===== src/sv/assert_macros.svh =====
// Assertion helpers for the flow cache RTL.
// Both expect signals named clock and reset in the module that uses them.
`ifndef ASSERT_MACROS_SVH
`define ASSERT_MACROS_SVH

// Same-cycle implication.
`define ASSERT_HOLDS(label, ante, cons, msg) \
   label: assert property (@(posedge clock) disable iff (reset) (ante) |-> (cons)) \
      else $error(msg);

// Next-cycle implication.
`define ASSERT_NEXT(label, ante, cons, msg) \
   label: assert property (@(posedge clock) disable iff (reset) (ante) |=> (cons)) \
      else $error(msg);

`endif


===== src/sv/fac_mod.sv =====
`timescale 1ns / 1ps
`default_nettype none

// Key mod BUCKET_COUNT by reciprocal multiplication:
// quotient estimate (never high, at most one low), remainder, one correction.
module fac_mod #(
   parameter int BUCKET_COUNT = 1024
) (
   input  wire logic                 clock,
   input  wire logic                 reset,
   input  wire logic                 start,
   input  wire logic [31:0]          key,
   output logic                      done,
   output logic [((BUCKET_COUNT > 1) ? $clog2(BUCKET_COUNT) : 1)-1:0] bucket
);

   localparam int AW = (BUCKET_COUNT > 1) ? $clog2(BUCKET_COUNT) : 1;
   // floor((2^32 - 1) / N) >= 2^32 / N - 1, so the estimate is off by at most one
   localparam logic [31:0] RECIP   = 32'(64'h0000_0000_FFFF_FFFF / 64'(BUCKET_COUNT));
   localparam logic [31:0] DIVISOR = 32'(BUCKET_COUNT);

   logic          v0_ff, v1_ff, v2_ff;
   logic [31:0]   key_ff;
   logic [31:0]   quot_ff, quot_in;
   logic [31:0]   rem_ff, rem_in;
   logic [63:0]   product;
   logic [31:0]   rem_fix;

   always_comb begin
      product = 64'(key_ff) * 64'(RECIP);
      quot_in = product[63:32];
      // remainder estimate lies in [0, 2N)
      rem_in  = key_ff - quot_ff * DIVISOR;
      rem_fix = (rem_ff >= DIVISOR) ? (rem_ff - DIVISOR) : rem_ff;
   end

   always_ff @(posedge clock) begin
      if (reset) begin
         v0_ff <= 1'b0;
         v1_ff <= 1'b0;
         v2_ff <= 1'b0;
      end else begin
         v0_ff <= start;
         v1_ff <= v0_ff;
         v2_ff <= v1_ff;
      end
   end

   always_ff @(posedge clock) begin
      if (start) begin
         key_ff <= key;
      end
      quot_ff <= quot_in;
      rem_ff  <= rem_in;
   end

   assign done   = v2_ff;
   assign bucket = rem_fix[AW-1:0];

endmodule

`default_nettype wire


===== config.mk =====
export PLATFORM = sky130hd
export DESIGN_NAME = fac_mod
export DESIGN_NICKNAME = d
export VERILOG_FILES = /design/src/sv/assert_macros.svh /design/src/sv/fac_mod.sv
export SDC_FILE = /design/constraint.sdc
export NUM_CORES = 1
export LEC_CHECK = 0
export BUFFER_PORTS_ARGS = -buffer_cell sky130_fd_sc_hd__buf_2
export CORE_MARGIN = 3
export CORE_UTILIZATION = 32
export DETAILED_ROUTE_END_ITERATION = 7
export GPL_TIMING_DRIVEN = 1
export PLACE_DENSITY_LB_ADDON = 0.15
export SETUP_SLACK_MARGIN = 0.3
export SLEW_MARGIN = 20
export SYNTH_ARGS = -nofsm -noshare
export SYNTH_HDL_FRONTEND = slang
export SYNTH_SLANG_ARGS = --single-unit
export TNS_END_PERCENT = 1

===== constraint.sdc =====
create_clock -name clock -period 0.8 [get_ports clock]
set_clock_uncertainty 0.05 [all_clocks]
set_input_delay 0.16 -clock clock [delete_from_list [all_inputs] [get_ports clock]]
set_output_delay 0.16 -clock clock [all_outputs]
set_load 0.02 [all_outputs]

; ---- Yosys cells after proc, flatten, opt, wreduce, memory -nomap -nowiden
; Cells that the tools add are included.
[word_totals]
ff_bits = 89
out_inout_bits = 11
input_bits = 35
[classes]
mul = 1
order_cmp = 1
n_mux = 1
addsub = 2
[ops]
columns = operator, count
row1 = $mul 32x22->54 const B, 1
row2 = $ge 32x11->1 const B, 1
row3 = $sub 32x32->32, 1
row4 = $mux 10, 1
row5 = $sub 10x1->10 const B, 1

; ---- Depth between registers and ports, before layout
; Gate-level depths: netlist of the first run.
[logic_depth]
ltp_word = 2
ltp_mapped = 1

; ---- Worst setup path before layout of the first run
; Ideal clock, no wire load.
[synth_path]
path_type = reg2out
from = register rem_ff[0]
to = output port bucket[0] in the netlist's numbering
setup_slack_ps = 195
t_arrival_ps = 395
stages_incl_launch_ff = 1
path_buffers = 0
path_cell_list = dfxtp_1
[synth_via]
elab_chain_len = 2
word_cells_on_any_way = 3
cone_classes = add/sub (1) / order compare (1) / mux (1)
[synth_rtl]
columns = element, line
row1 = start: declaration, fac_mod.sv:25  ; logic [31:0] rem_ff, rem_in;
row2 = start signal: assignment, fac_mod.sv:54  ; rem_ff <= rem_in;
row3 = $ge 32x11->1 / $sub 10x1->10 (equally long branches), fac_mod.sv:34  ; rem_fix = (rem_ff >= DIVISOR) ? (rem_ff - DIVISOR) : rem_ff;
row4 = $mux 10 *, fac_mod.sv:34
row5 = end: declaration, fac_mod.sv:14  ; output logic [((BUCKET_COUNT > 1) ? $clog2(BUCKET_COUNT) : 1)-1:0] bucket
; Every way passes the cells marked *; elsewhere a longest branch is shown, timed or not.

; ---- Final worst setup path of the first run
[layout_path]
from = register rem_ff[1]
to = output port bucket[1] in the netlist's numbering
; Same word-level chain as after synthesis.

==> results of run 1 <==
## registers in the layout, summed over array words and instances, names as in the netlist
name    cells
v1_ff       1
v0_ff       1
rem_ff     10
key_ff     10
done        1
## power groups by stage
stage	clock [mW]	sequential (mW)	combinational, mW
2_1_floorplan	0	1.41	0.00397
3_3_place_gp	0	1.35	0.136
3_5_place_dp	0	1.35	0.138
4_1_cts	0.523	1.34	0.186
5_1_grt	0.572	1.35	0.196
6_report	0.491	1.33	0.187
## Yosys cell counts
cell type  count
edfxtp_1      10
nor2b_1        3
dfxtp_1       13
## metrics by stage
stage	setup WS, ns	cells
final	-0.180	77
after floorplan	0.242	26
after global routing	-0.220	77
after detailed placement	0.0312	73
after CTS	-0.198	77
after global placement	0.0463	73
## cells by family (layout without fill, tap and decap cells)
family,count (synthesis),in the layout,synth area share (%)
buffers and inverters,0,27,0
and+or+nand+nor,3,3,3.24
DFF,23,23,96.8
## routing by layer
layer	vias up	track usage [%]
met1	123	6.31
met4	0	4.27
met3	0	3.37
met5	-	0
li1	142	-
met2	13	13.8
## path summary, 6_finish.rpt
kind	start	to	slack, ns
max	rem_ff[1]	bucket[1]	-0.18
min	key[8]	key_ff[8]	-0.02
max reg2reg	v0_ff	v1_ff	0.22
min reg2reg	key_ff[6]	rem_ff[6]	0.30
## timing repair
item	4_1_cts	5_1_grt
endpoints found under the hold margin	13	12
gates resized for setup	23	2
setup endpoints to repair	23	23
## layout make-up
cell class / instances / area [um^2] / area share, %
clock buffer: 4 / 26.3 / 3.02
timing repair buffer: 23 / 184 / 21.1
sequential: 23 / 604 / 69.4
tap: 24 / 30.0 / 3.45
multi-input combinational: 3 / 26.3 / 3.02
==> impl_metrics.json, run 1 <==
{
  "yosysWarnings": 0,
  "cts_tree": "built",
  "r2r_cells": 1,
  "crit_family": "flip-flops",
  "switchingPower_mw": 0.411,
  "fin_crit_sh_pct": 123,
  "slowest_delay_ns": 0.36,
  "switching_share_pct": 20.4,
  "worstHoldPathType": "primary input to flip-flop",
  "netlist-cell-type-count": 3,
  "outcome": "finished, violations left",
  "area_growth_pct": 50.3,
  "cts_root_buf": "clkbuf_4",
  "p_comb_share_pct": 9.3,
  "fin_area_um2": 871,
  "initial_core_util_pct": 35.9,
  "hold_viol": 10,
  "cp-end-kind": "output pin",
  "crit_slowest_cell": "dfxtp_4",
  "arrival_ns": 0.77,
  "cp-start-kind": "flip-flop",
  "yosysTopAreaCell": "edfxtp_1",
  "ys_ff_latch": 23,
  "grt_usage_pct": 7.36,
  "wl_met2_um": 504,
  "die_area_mm2": 0.00236,
  "layout_common_cells": "12 x buf_2, 11 x dfxtp_4, 11 x buf_6",
  "finalSetupTns_ns": -1.94,
  "violations": "negative hold slack, negative setup slack",
  "holdPathStages": 1,
  "layout.nets": 89,
  "fin_crit_ns": 0.980,
  "synth_area_leaders": "edfxtp_1 52%, dfxtp_1 45%, nor2b_1 3.2%",
  "dpl_cell_area_um2": 766,
  "grt_pass1_wl_mm": 1.24,
  "core_mm2": 0.00161,
  "clk_path_buf_depth": 2,
  "wl_met3_um": 62,
  "wl_met1_um": 251,
  "synth_top_area_share_pct": 51.8,
  "die_x_um": 48.5,
  "relSlewSlack_pct": 84.3,
  "antenna_found_initial": 0,
  "grt_pass1_vias": 289,
  "antenna_cells": 0,
  "syn-cell-area_um2": 579,
  "layout_setup_ws_ns": -0.180,
  "max_freq_mhz": 1020,
  "h-tree-depth": 1,
  "clock_sinks": 23,
  "critPathMaxFanout": 1,
  "firstDrtPassIters": 4,
  "cap_violations": 0,
  "vias": 278,
  "wl_per_cell_um": 10.6,
  "synth.yosys.seq_area_share_pct": 96.8,
  "crit_cells": 1,
  "postRouteAntennaNets": 0,
  "clk_latency_ns": 0.29,
  "tightest_slew_ns": 0.235,
  "synth_nets": 61,
  "cp_cell_sequence": "buf_6",
  "total_power_mw": 2.01,
  "final_common_cell": "buf_2",
  "dieHeight_um": 48.5,
  "p_leak_nw": 0.350,
  "syn_area_per_cell_um2": 22.3,
  "drt-total-wl_um": 818,
  "p_per_area_mw_per_mm2": 2310,
  "setup_viol": 11,
  "pwr-share-seq_pct": 66.3,
  "drc": 0,
  "grt_setup_unrepaired": "yes",
  "drt_iter0_drc": 4,
  "routabilityCongestion": 0.540,
  "netlist_instances": 26,
  "rows": 14,
  "peakVddDrop_uv": 1230,
  "required_ns": 0.59,
  "clkPwrFrac_pct": 24.4,
  "slew_violations": 0,
  "top_layer_used": "met3",
  "holdWs_ns": -0.0187,
  "grt-ovfl-total": 0,
  "vias_per_cell": 3.61,
  "drive_gt1_share_pct": 75.5,
  "grt_max_degree": 13,
  "post-route-util_pct": 54.0,
  "worst-path-buf-inv": 1,
  "critical_path_class": "flip-flop to output pin",
  "path_clk_slew_ns": 0.11,
  "intPower_mw": 1.60,
  "postCtsSetupBuffers": 0,
  "cts_buffers": 3,
  "fillCellCount": 136,
  "io-pin-count": 46,
  "portBuffers": 23
}
Note: power is estimated with default switching activity, not from simulation.
==> run 2: changes to the inputs <==
--- a/config.mk
+++ b/config.mk
@@ -9,9 +9,9 @@
 export CORE_MARGIN = 3
 export CORE_UTILIZATION = 32
 export DETAILED_ROUTE_END_ITERATION = 7
+export GPL_ROUTABILITY_DRIVEN = 0
 export GPL_TIMING_DRIVEN = 1
 export PLACE_DENSITY_LB_ADDON = 0.15
-export SETUP_SLACK_MARGIN = 0.3
 export SLEW_MARGIN = 20
 export SYNTH_ARGS = -nofsm -noshare
 export SYNTH_HDL_FRONTEND = slang
==> impl_metrics.json, run 2 (same netlist as run 1, synthesis figures left out) <==
{
  "relSlewSlack_pct": 84.5,
  "area_growth_pct": 63.7,
  "cp_cell_sequence": "buf_6",
  "fin_crit_sh_pct": 120,
  "rows": 14,
  "drt_iter0_drc": 1,
  "arrival_ns": 0.75,
  "clock_sinks": 23,
  "wl_per_cell_um": 11.0,
  "max_freq_mhz": 1040,
  "initial_core_util_pct": 35.9,
  "r2r_cells": 1,
  "setup_viol": 12,
  "finalSetupTns_ns": -1.71,
  "crit_slowest_cell": "dfxtp_2",
  "grt_pass1_wl_mm": 1.44,
  "critical_path_class": "flip-flop to output pin",
  "layout.nets": 100,
  "post-route-util_pct": 58.9,
  "tightest_slew_ns": 0.232,
  "cts_tree": "built",
  "fin_area_um2": 948,
  "pwr-share-seq_pct": 65.2,
  "die_x_um": 48.5,
  "path_clk_slew_ns": 0.11,
  "worstHoldPathType": "primary input to flip-flop",
  "layout_common_cells": "12 x buf_2, 11 x dfxtp_2, 11 x buf_6",
  "p_leak_nw": 0.407,
  "slew_violations": 0,
  "cap_violations": 0,
  "fin_crit_ns": 0.963,
  "dieHeight_um": 48.5,
  "violations": "negative setup slack",
  "total_power_mw": 2.07,
  "cp-end-kind": "output pin",
  "portBuffers": 23,
  "grt_max_degree": 13,
  "critPathMaxFanout": 1,
  "drc": 0,
  "holdPathStages": 1,
  "dpl_cell_area_um2": 724,
  "grt_setup_unrepaired": "yes",
  "crit_cells": 1,
  "antenna_found_initial": 0,
  "hold_viol": 0,
  "cts_buffers": 3,
  "switchingPower_mw": 0.423,
  "grt-ovfl-total": 0,
  "fillCellCount": 129,
  "grt_usage_pct": 8.85,
  "cts_root_buf": "clkbuf_4",
  "clkPwrFrac_pct": 23.8,
  "grt_pass1_vias": 336,
  "largest_registers": "key_ff x10, rem_ff x10",
  "worst-path-buf-inv": 1,
  "crit_family": "flip-flops",
  "layout_setup_ws_ns": -0.163,
  "outcome": "finished, violations left",
  "p_per_area_mw_per_mm2": 2190,
  "h-tree-depth": 1,
  "peakVddDrop_uv": 1110,
  "drive_gt1_share_pct": 57.8,
  "vias": 328,
  "slowest_delay_ns": 0.34,
  "core_mm2": 0.00161,
  "postRouteAntennaNets": 0,
  "clk_path_buf_depth": 2,
  "drt-total-wl_um": 968,
  "intPower_mw": 1.65,
  "p_comb_share_pct": 11.0,
  "die_area_mm2": 0.00236,
  "switching_share_pct": 20.4,
  "final_common_cell": "buf_2",
  "required_ns": 0.59,
  "io-pin-count": 46,
  "vias_per_cell": 3.73,
  "clk_latency_ns": 0.29,
  "cp-start-kind": "flip-flop",
  "firstDrtPassIters": 3,
  "antenna_cells": 0
}
run 2: cell count changes in the layout (fill, tap and decap cells not counted):
cell,previous run,this run
dfxtp_1,0,2
dfxtp_2,2,11
dfxtp_4,11,0
dlygate4sd3_1,0,9
dlymetal6s4s_1,0,2
nor2b_1,2,3
nor2b_4,1,0
run 2: cell type report:
class,count,area (um^2),area share (%)
clock buffer,4,26.3,2.77
tap,24,30.0,3.17
multi-input combinational,3,18.8,1.98
timing repair buffer,34,299,31.5
sequential,23,574,60.6
run 2: metrics by stage:
step / cells / setup WS, ns / hold WS [ns]
finish: 88 / -0.163 / 0.179
global route: 88 / -0.206 / 0.169
CTS: 88 / -0.177 / 0.171
detailed placement: 73 / 0.0345 / 0.277
global placement: 73 / 0.0449 / 0.277
floorplan: 26 / 0.195 / 0.182
run 2: power groups by stage:
stage	logic [mW]	registers [mW]	clock network [mW]
detailed placement	0.140	1.36	0
global route	0.240	1.36	0.578
floorplan	0.00398	1.41	0
finish	0.228	1.35	0.495
global placement	0.136	1.36	0
CTS	0.228	1.35	0.522
run 2: timing repair:
item	4_1_cts	5_1_grt
endpoints found under the setup margin	11	13
resized for setup	33	2
hold buffers	11	0
setup buffers	0	0
hold endpoints to repair	13	0
run 2: final timing paths:
path                            startpoint   endpoint  slack (ns)
worst max register to register       v0_ff      v1_ff        0.23
worst min register to register   key_ff[0]  rem_ff[0]        0.30
worst min-delay path                 start  key_ff[4]        0.18
worst max-delay path             rem_ff[6]  bucket[6]       -0.16
run 2: metal layers:
layer | global-route usage, % | vias up | part of all wire, %
li1 | - | 165 | -
met1 | 6.86 | 150 | 31
met5 | 0 | - | 0
met3 | 3.68 | 0 | 5.5
met4 | 5.69 | 0 | 0
met2 | 17.4 | 13 | 64
==> run 3: changes to the inputs <==
--- a/config.mk
+++ b/config.mk
@@ -6,8 +6,11 @@
 export NUM_CORES = 1
 export LEC_CHECK = 0
 export BUFFER_PORTS_ARGS = -buffer_cell sky130_fd_sc_hd__buf_2
+export CELL_PAD_IN_SITES_DETAIL_PLACEMENT = 1
+export CELL_PAD_IN_SITES_GLOBAL_PLACEMENT = 1
+export CORE_ASPECT_RATIO = 1.75
 export CORE_MARGIN = 3
-export CORE_UTILIZATION = 32
+export CORE_UTILIZATION = 24
 export DETAILED_ROUTE_END_ITERATION = 7
 export GPL_ROUTABILITY_DRIVEN = 0
 export GPL_TIMING_DRIVEN = 1
==> impl_metrics.json, run 3 (same netlist as run 1, synthesis figures left out) <==
{
  "outcome": "finished, violations left",
  "violations": "negative setup slack",
  "antenna_found_initial": 0,
  "hold_viol": 0,
  "setup_viol": 11,
  "grt-ovfl-total": 0,
  "holdWs_ns": 0.182,
  "postCtsSetupBuffers": 0,
  "place_ws_ns": 0.0233,
  "top_usage_layer": "met2",
  "io-pin-count": 46,
  "tightest_slew_ns": 0.235,
  "relSlewSlack_pct": 84.3,
  "post-route-util_pct": 43.0,
  "ff_latch_area_um2": 574,
  "layout.nets": 100,
  "pwr-share-seq_pct": 65.0,
  "path_clk_slew_ns": 0.11,
  "rows": 22,
  "h-tree-depth": 1,
  "peakVddDrop_uv": 957,
  "total_power_mw": 2.08,
  "portBuffers": 23,
  "p_comb_share_pct": 10.9,
  "clk_latency_ns": 0.29,
  "postRouteAntennaNets": 0,
  "p_per_area_mw_per_mm2": 2190,
  "cap_violations": 0,
  "final_common_cell": "buf_2",
  "drt_iter0_drc": 7,
  "drive_gt1_share_pct": 57.8,
  "dpl_cell_area_um2": 724,
  "grtUsageMet2_pct": 12.5,
  "grt_setup_unrepaired": "yes",
  "finalSetupTns_ns": -1.72,
  "largest_registers": "key_ff x10, rem_ff x10",
  "dieHeight_um": 71.0,
  "critical_path_class": "flip-flop to output pin",
  "initial_core_util_pct": 26.3,
  "firstDrtPassIters": 4,
  "crit_family": "flip-flops",
  "grt_use_met1_pct": 6.39,
  "antenna_cells": 0,
  "layout_setup_ws_ns": -0.161,
  "layout.cells.non_filler": 88,
  "p_leak_nw": 0.398,
  "worstHoldPathType": "primary input to flip-flop",
  "fillCellCount": 235,
  "slew_violations": 0,
  "drc": 0,
  "switchingPower_mw": 0.425,
  "cp_cell_sequence": "buf_6",
  "grt_pass1_wl_mm": 1.54,
  "fin_crit_sh_pct": 120,
  "placed_cells": 73,
  "met3_usage_pct": 1.53,
  "clk_path_buf_depth": 2,
  "required_ns": 0.59,
  "die_x_um": 43.1,
  "vias_per_cell": 3.91,
  "grt_max_degree": 13,
  "critPathMaxFanout": 1,
  "fin_area_um2": 946,
  "switching_share_pct": 20.5,
  "clock_sinks": 23,
  "crit_slowest_cell": "dfxtp_2",
  "area_growth_pct": 63.3,
  "max_freq_mhz": 1040,
  "intPower_mw": 1.65,
  "multi_input_area_um2": 18.8,
  "cts_buffers": 3,
  "arrival_ns": 0.75,
  "die_area_mm2": 0.00306,
  "fin_crit_ns": 0.961,
  "drt-total-wl_um": 932,
  "cts_tree": "built",
  "grt_usage_pct": 6.92,
  "wl_per_cell_um": 10.6,
  "vias": 344,
  "grt_pass1_vias": 371,
  "cp-end-kind": "output pin",
  "layout_common_cells": "12 x buf_2, 11 x dfxtp_2, 11 x buf_6",
  "clkPwrFrac_pct": 24.1,
  "core_mm2": 0.00220,
  "cts_root_buf": "clkbuf_4",
  "slowest_delay_ns": 0.34,
  "cp-start-kind": "flip-flop",
  "worst-path-buf-inv": 1
}
-- run 3: path summary, 6_finish.rpt --
path | from | to | slack [ns] | cells after the start
max | rem_ff[9] | bucket[9] | -0.16 | 1
min | start | key_ff[9] | 0.18 | 1
max reg2reg | v0_ff | v1_ff | 0.23 | 1
min reg2reg | key_ff[8] | rem_ff[8] | 0.30 | 0
-- run 3: cell type report --
class,instances,area share [%]
Tap cell,24,3.17
Clock buffer,4,2.78
Multi-Input combinational cell,3,1.98
Sequential cell,23,60.7
Timing Repair Buffer,34,31.3
-- run 3: routing by layer --
layer	routed length (um)	vias up
li1	-	164
met1	291	162
met2	560	16
met3	71	2
met4	8	0
met5	0	-
-- run 3: timing repair --
| action | in CTS | in global routing |
|---|---|---|
| pin swaps | 0 | 0 |
| gates resized for setup | 33 | 1 |
| setup endpoints to repair | 11 | 12 |
| endpoints found under the hold margin | 13 | 0 |
| hold buffers | 11 | 0 |
-- run 3: power by group through the flow --
stage | combinational [mW] | sequential [mW] | clock, mW
after CTS | 0.226 | 1.35 | 0.536
after floorplan | 0.00398 | 1.41 | 0
after global routing | 0.240 | 1.36 | 0.576
after detailed placement | 0.138 | 1.36 | 0
final | 0.226 | 1.35 | 0.500
after global placement | 0.137 | 1.36 | 0
